File: src/rtl/hashed_inverse_cdf_sampler_top_defines.svh
// Assertion macros used by the sampler RTL.
// Each macro expects signals named clock and reset in the module that uses it.
`ifndef HASHED_INVERSE_CDF_SAMPLER_TOP_DEFINES_SVH
`define HASHED_INVERSE_CDF_SAMPLER_TOP_DEFINES_SVH

// Same-cycle implication, disabled while reset is high.
`define HICDF_ASSERT_NOW(lbl, ante, cons) \
   lbl: assert property (@(posedge clock) disable iff (reset) (ante) |-> (cons)) \
      else $error("hicdf assertion failed");

// Next-cycle implication, disabled while reset is high.
`define HICDF_ASSERT_NEXT(lbl, ante, cons) \
   lbl: assert property (@(posedge clock) disable iff (reset) (ante) |=> (cons)) \
      else $error("hicdf assertion failed");

`endif

File: src/rtl/hicdf_pkg.sv
// Shared types, constants and helper functions of the hashed inverse-CDF sampler.
// No dependencies; every RTL module refers to it by scoped names.
`default_nettype none

package hicdf_pkg;

   // Field widths of the streaming and configuration ports.
   localparam int IDX_W       = 15;
   localparam int VAL_W       = 64;
   localparam int KEY_W       = 32;
   localparam int HASH_W      = 64;
   localparam int LEN_W       = 16;
   localparam int REQ_DATA_W  = 144;
   localparam int RSP_DATA_W  = 16;
   localparam int CSR_INDEX_W = 2;
   localparam int CSR_DATA_W  = 32;

   // Hash constants.
   localparam logic [31:0] GOLDEN_C = 32'h9e3779b9;
   localparam logic [31:0] MIX_C1   = 32'h85ebca6b;
   localparam logic [31:0] MIX_C2   = 32'hc2b2ae35;

   // Configuration register indexes.
   typedef enum logic [CSR_INDEX_W-1:0] {
      CSR_SEED_LOW     = 2'd0,
      CSR_SEED_HIGH    = 2'd1,
      CSR_TABLE_LENGTH = 2'd2
   } csr_reg_type;

   // One item as it travels down the pipeline.
   typedef struct packed {
      logic              valid;
      logic              sample;
      logic [IDX_W-1:0]  entry_index;
      logic [VAL_W-1:0]  entry_value;
      logic [HASH_W-1:0] hash;
   } item_type;

   // Finalizer xor-shift steps.
   function automatic logic [31:0] xor_shift16(input logic [31:0] v);
      return v ^ (v >> 16);
   endfunction

   function automatic logic [31:0] xor_shift13(input logic [31:0] v);
      return v ^ (v >> 13);
   endfunction

endpackage

`default_nettype wire

File: src/rtl/hicdf_out_buffer.sv
// Result register with a one-entry skid stage on the response channel.
// Depends on hicdf_pkg and the assertion macros in the defines header.
`default_nettype none

`include "hashed_inverse_cdf_sampler_top_defines.svh"

module hicdf_out_buffer (
   input  wire logic                         clock,
   input  wire logic                         reset,
   input  wire logic                         push,
   input  wire logic [hicdf_pkg::IDX_W-1:0]  push_index,
   input  wire logic                         rsp_tready,
   output logic                              rsp_tvalid,
   output logic [hicdf_pkg::IDX_W-1:0]       rsp_index,
   output logic                              skid_full
);

   logic                        out_valid_ff;
   logic [hicdf_pkg::IDX_W-1:0] out_index_ff;
   logic                        skid_valid_ff;
   logic [hicdf_pkg::IDX_W-1:0] skid_index_ff;

   // A result lands in the output register when it is free, else in the skid.
   always_ff @(posedge clock) begin
      if (reset) begin
         out_valid_ff  <= 1'b0;
         skid_valid_ff <= 1'b0;
      end else if (!out_valid_ff || rsp_tready) begin
         if (skid_valid_ff) begin
            out_index_ff  <= skid_index_ff;
            skid_valid_ff <= 1'b0;
         end else begin
            out_valid_ff <= push;
            out_index_ff <= push_index;
         end
      end else if (push) begin
         skid_valid_ff <= 1'b1;
         skid_index_ff <= push_index;
      end
   end

   assign rsp_tvalid = out_valid_ff;
   assign rsp_index  = out_index_ff;
   assign skid_full  = skid_valid_ff;

   `HICDF_ASSERT_NOW(a_skid_behind_output, skid_valid_ff, out_valid_ff)
   `HICDF_ASSERT_NEXT(a_stall_fills_skid, out_valid_ff && !rsp_tready && push, skid_valid_ff)
   `HICDF_ASSERT_NEXT(a_skid_drains, rsp_tready && skid_valid_ff, out_valid_ff && !skid_valid_ff)

endmodule

`default_nettype wire

File: config.mk
export PLATFORM = sky130hd
export DESIGN_NAME = hicdf_out_buffer
export DESIGN_NICKNAME = d
export VERILOG_FILES = /design/src/rtl/hicdf_pkg.sv /design/src/rtl/hicdf_out_buffer.sv
export VERILOG_INCLUDE_DIRS = /design/src /design/src/rtl
export SDC_FILE = /design/constraint.sdc
export NUM_CORES = 1
export LEC_CHECK = 0
export ABC_AREA = 1
export BUFFER_PORTS_ARGS = -buffer_cell sky130_fd_sc_hd__buf_2
export CAP_MARGIN = 20
export CORE_MARGIN = 2
export CORE_UTILIZATION = 40
export CTS_CLUSTER_DIAMETER = 120
export DETAILED_ROUTE_END_ITERATION = 16
export PLACE_DENSITY = 0.77
export SYNTH_ARGS = -nofsm -noshare
export SYNTH_HDL_FRONTEND = slang
export SYNTH_SLANG_ARGS = --single-unit
File: constraint.sdc
create_clock -name clock -period 1.56 [get_ports clock]
set_input_delay 0.234 -clock clock [delete_from_list [all_inputs] [get_ports clock]]
set_output_delay 0.234 -clock clock [all_outputs]
set_load 0.1 [all_outputs]
* Yosys cells after proc, flatten, opt, wreduce, memory -nomap -nowiden
Cells that the tools add are included.
** Storage, ports and cells
- Word-level logic and storage cells :: 14
- Register bits :: 32
- Bits of input ports :: 19
- Output and inout port bits :: 17
** Cells by class
- Bitwise gates (word level) :: 3
- Reductions and logical operators :: 6
- Mux-type cells :: 1
** Operators with widths (count)
- $mux W15 :: 1
- $reduce_and A2 Y1 :: 2
- $not A1 Y1 :: 3
- $reduce_and A3 Y1 :: 1
- $reduce_or A2 Y1 :: 1
- $logic_not A1 Y1 :: 1
- $logic_or A1 B1 Y1 :: 1

* Longest topological paths before layout
- Depth after elaboration :: 4
- Mapped depth :: 5
- Mapped depth without buffers :: 4

* Worst setup path after synthesis
No wires, ideal clock.
- Path kind :: flip-flop to flip-flop
- Start :: reg out_valid_ff, in the netlist rsp_tvalid
- End :: reg skid_index_ff[0] (netlist bit), enable pin
- Period minus slack after synthesis :: 2.281 ns
- Path buffers :: 0
- Setup slack :: -0.721 ns
- Cell stages (with the launch flop) :: 3
- Setup time :: 0.387 ns
- Data required time :: 1.173 ns
- Arrival :: 1.895 ns
- Path through :: dfxtp_1 -> nand3_1 -> nor2_1
** On the way
- Cells in the longest elaborated chain, start to end :: 4
** RTL lines
- from (decl) :: RTL line hicdf_out_buffer.sv:18 : logic out_valid_ff;
- from (signal assigned) :: RTL line hicdf_out_buffer.sv:33 : out_valid_ff <= push;
- $logic_not A1 Y1 :: RTL line hicdf_out_buffer.sv:28 : end else if (!out_valid_ff || rsp_tready) begin
- $logic_or A1 B1 Y1 :: RTL line hicdf_out_buffer.sv:28
- $not A1 Y1 (no source line)
- $reduce_and A3 Y1 (no source line)
- to (signal assigned) :: RTL line hicdf_out_buffer.sv:38 : skid_index_ff <= push_index;
- to (decl) :: RTL line hicdf_out_buffer.sv:21 : logic [hicdf_pkg::IDX_W-1:0] skid_index_ff;
No other way between the ends.
A chain may end at the register's enable or synchronous reset.

* Final worst setup path
- Start :: reg skid_valid_ff, in the netlist skid_full
- End :: out skid_full
** RTL lines
- from (decl) :: RTL line hicdf_out_buffer.sv:20 : logic skid_valid_ff;
- from (signal assigned) :: RTL line hicdf_out_buffer.sv:27 : skid_valid_ff <= 1'b0;
- from (signal assigned) :: RTL line hicdf_out_buffer.sv:31 : skid_valid_ff <= 1'b0;
- from (signal assigned) :: RTL line hicdf_out_buffer.sv:37 : skid_valid_ff <= 1'b1;
- to (decl) :: RTL line hicdf_out_buffer.sv:15 : output logic skid_full
No word-level cell between the ends.

==> results.tsv <==
stage	metric	value	unit
layout	fin_cells	166	
worst_setup_path	crit_end	skid_full	
floorplanning	coreArea	0.00281	mm^2
place	port_buffers	35	
worst_setup_path	cp-startpoint	skid_full	
place	dp_cells	158	
detailed_routing	antenna_left	0	
power	irDropWorstVdd	0.601	mV
place	dpl_cell_area	0.00142	mm^2
timing	fin_ws	0.197	ns
detailed_routing	drcViolationCount	2	
yosys	syn_avg_cell_area	12.8	um^2
worst_setup_path	critical_path_depth	1	
layout	antenna_cells	0	
timing	hold_viol	0	
worst_setup_path	crit_type	reg -> out	
timing	period_minus_slack	1.36	ns
yosys	ys_seq_area_share	78.3	%
clock_network	post_cts_buffers	0	
clock_network	numCtsBuffers	5	
global_route	grt_max_degree	19	
global_route	grt.overflow.total	0	
power	power.total	0.00174	W
worst_setup_path	slowest_delay	0.58	ns
clock_network	htree_levels	2	
global_route	first_global_vias	795	
worst_setup_path	cp-start-kind	flip-flop	
floorplanning	dieArea	0.00346	mm^2
global_route	grt_util_all_layers	13.7	%
detailed_routing	drt-total-wl	1.99	mm
layout	final_layout_size_suffix_gt1_share	34.1	%
worst_setup_path	required	1.33	ns
layout	final_net_count	153	
clock_network	cts_hold_buf	0	
yosys	synth_xor_area_share	0	%
worst_setup_path	r2r_setup_slack	0.29	ns
worst_setup_path	critical_path_buf_inv_count	1	
yosys	ys.warnings.count	0	
timing	worst_slew_pin_slew	0.487	ns
place	hpwl	1.44	mm
floorplanning	ios	36	
clock_network	clock_tree.root_cell	clkbuf_4	
power	p_leak	0.646	nW
worst_setup_path	cp_slowest_cell	dfxtp_2	
detailed_routing	drtPass1Iterations	12	
worst_setup_path	r2r_start	rsp_tvalid	
yosys	synth_seq_cells	32	
run_status	failed_checks	design-rule violations	
layout	final_cell_mix	nand2_1 (48), buf_2 (34), edfxtp_1 (30)	
worst_setup_path	crit_path_cell_trace	buf_12	
job	cap_violations	0	
timing	slew_viol_final	0	
clock_network	cts_tree	done	
timing	fmax	734	MHz
worst_setup_path	cp_max_fo	18	
clock_network	cts_resized	0	
yosys	synth_cells	94	
detailed_routing	viasPerCell	4.68	
yosys	synth_adder_area_share	0	%
yosys	ys_types	10	
yosys	synth_nets	113	
clock_network	insertion_delay	0.32	ns
power	p_per_area	1180	mW/mm^2
clock_network	cts_sinks	32	
floorplanning	die_w	58.8	um
detailed_routing	dr_total_vias	777	
yosys	synth_top_family_by_area	simple AND/OR/NAND/NOR gates	
yosys	synth_compound_area_share	0.417	%
timing	final.period_utilization	87.4	%
clock_network	cts.path.max_buffers	2	
worst_setup_path	r2r-end	skid_index_ff[1]	
yosys	synth_mux_area_share	0	%
yosys	synth-simple-area-share	16.5	%
detailed_routing	dr.first_iter.drc_count	14	
layout	layout_commonest_cell	nand2_1	
clock_network	cts.clk_slew.worst_paths	0.09	ns
timing	setup_viol	0	
place	gp_congestion	0.804	
min_path	hold_path_class	in -> reg	
detailed_routing	wl_per_cell	12.0	um
floorplanning	initial_core_util	42.8	%
run_status	status	finished, violations left	
worst_setup_path	crit_arrival	1.13	ns
timing	rsz0062_at_grt	false	
timing	skew	0.00916	ns
yosys	synthesis.area	0.00120	mm^2
timing	slew_headroom	67.7	%
global_route	antenna_found_initial	0	
layout	synthToLayoutAreaGrowth	22.6	%
floorplanning	rows	19	
worst_setup_path	crit_family	flip-flops	
place	pre_cts_ws	0.211	ns
global_route	grt_pass1_wl	3.35	mm
worst_setup_path	critPathCaptureType	primary output	
floorplanning	fp.dieH	58.8	um
timing	tns	0	ns
worst_setup_path	ff2ff_path_depth	2	
layout	stdcell_area	0.00147	mm^2
[layer usage]
layer | routed length [um] | GRT usage, % | part of all wire, % | up-vias
met3 | 108 | 4.40 | 5.4 | 4
met4 | 40 | 10.7 | 2.0 | 0
met5 | 0 | 0 | 0 | -
li1 | - | - | - | 390
met1 | 723 | 13.6 | 36 | 361
met2 | 1120 | 23.5 | 56 | 22
[through the flow]
stage	util [%]	hold slack [ns]
floorplan	-	0.333
global placement	50.8	0.430
detailed placement	50.8	0.426
CTS	52.5	0.0800
global route	52.5	0.0805
finish	52.5	0.0979
[power breakdown]
| group | leakage, nW | internal, W | switching [W] |
|---|---|---|---|
| combinational | 0.321 | 0.0000529 | 0.000267 |
| sequential | 0.298 | 0.000980 | 0.0000124 |
| clock | 0.0265 | 0.000179 | 0.000245 |
| total | 0.646 | 0.00121 | 0.000524 |
[sequential cells by signal (all words and copies together), names as in the netlist]
register / count
rsp_index: 15
rsp_tvalid: 1
skid_full: 1
skid_index_ff: 15
[synth_stat cells]
| library cell | n | area (um^2) |
|---|---|---|
| nand2_1 | 48 | 180 |
| buf_6 | 2 | 22.5 |
| nor2_1 | 2 | 7.51 |
| inv_6 | 1 | 8.76 |
| nand3_1 | 2 | 10.0 |
| edfxtp_1 | 30 | 901 |
| dfxtp_1 | 2 | 40.0 |
| inv_1 | 5 | 18.8 |
| a21oi_1 | 1 | 5.00 |
| buf_4 | 1 | 7.51 |
[cell families (layout without fill, tap and decap cells)]
logic type             Yosys count  after routing
AO/OA/AOI/OAI                    1              1
buffers and inverters            9             50
flip-flops                      32             32
AND/OR/NAND/NOR                 52             52
[worst min path at each step]
stage,startpoint,to,slack [ns],cells after the start
4_1_cts,push_index[9],skid_index_ff[9],0.08,1
2_1_floorplan,push_index[0],skid_index_ff[0],0.33,0
3_5_place_dp,push_index[9],skid_index_ff[9],0.43,1
3_3_place_gp,push_index[4],skid_index_ff[4],0.43,1
6_report,push_index[4],skid_index_ff[4],0.1,1
5_1_grt,push_index[4],skid_index_ff[4],0.08,1
[cell type report]
cell class | count | area [um^2]
Multi-Input combinational cell | 53 | 214
Sequential cell | 32 | 946
Tap cell | 31 | 38.8
Inverter | 6 | 27.5
Fill cell | 267 | 1330
Timing Repair Buffer | 36 | 198
Clock buffer | 8 | 48.8
(Power assumes the default switching activity.)
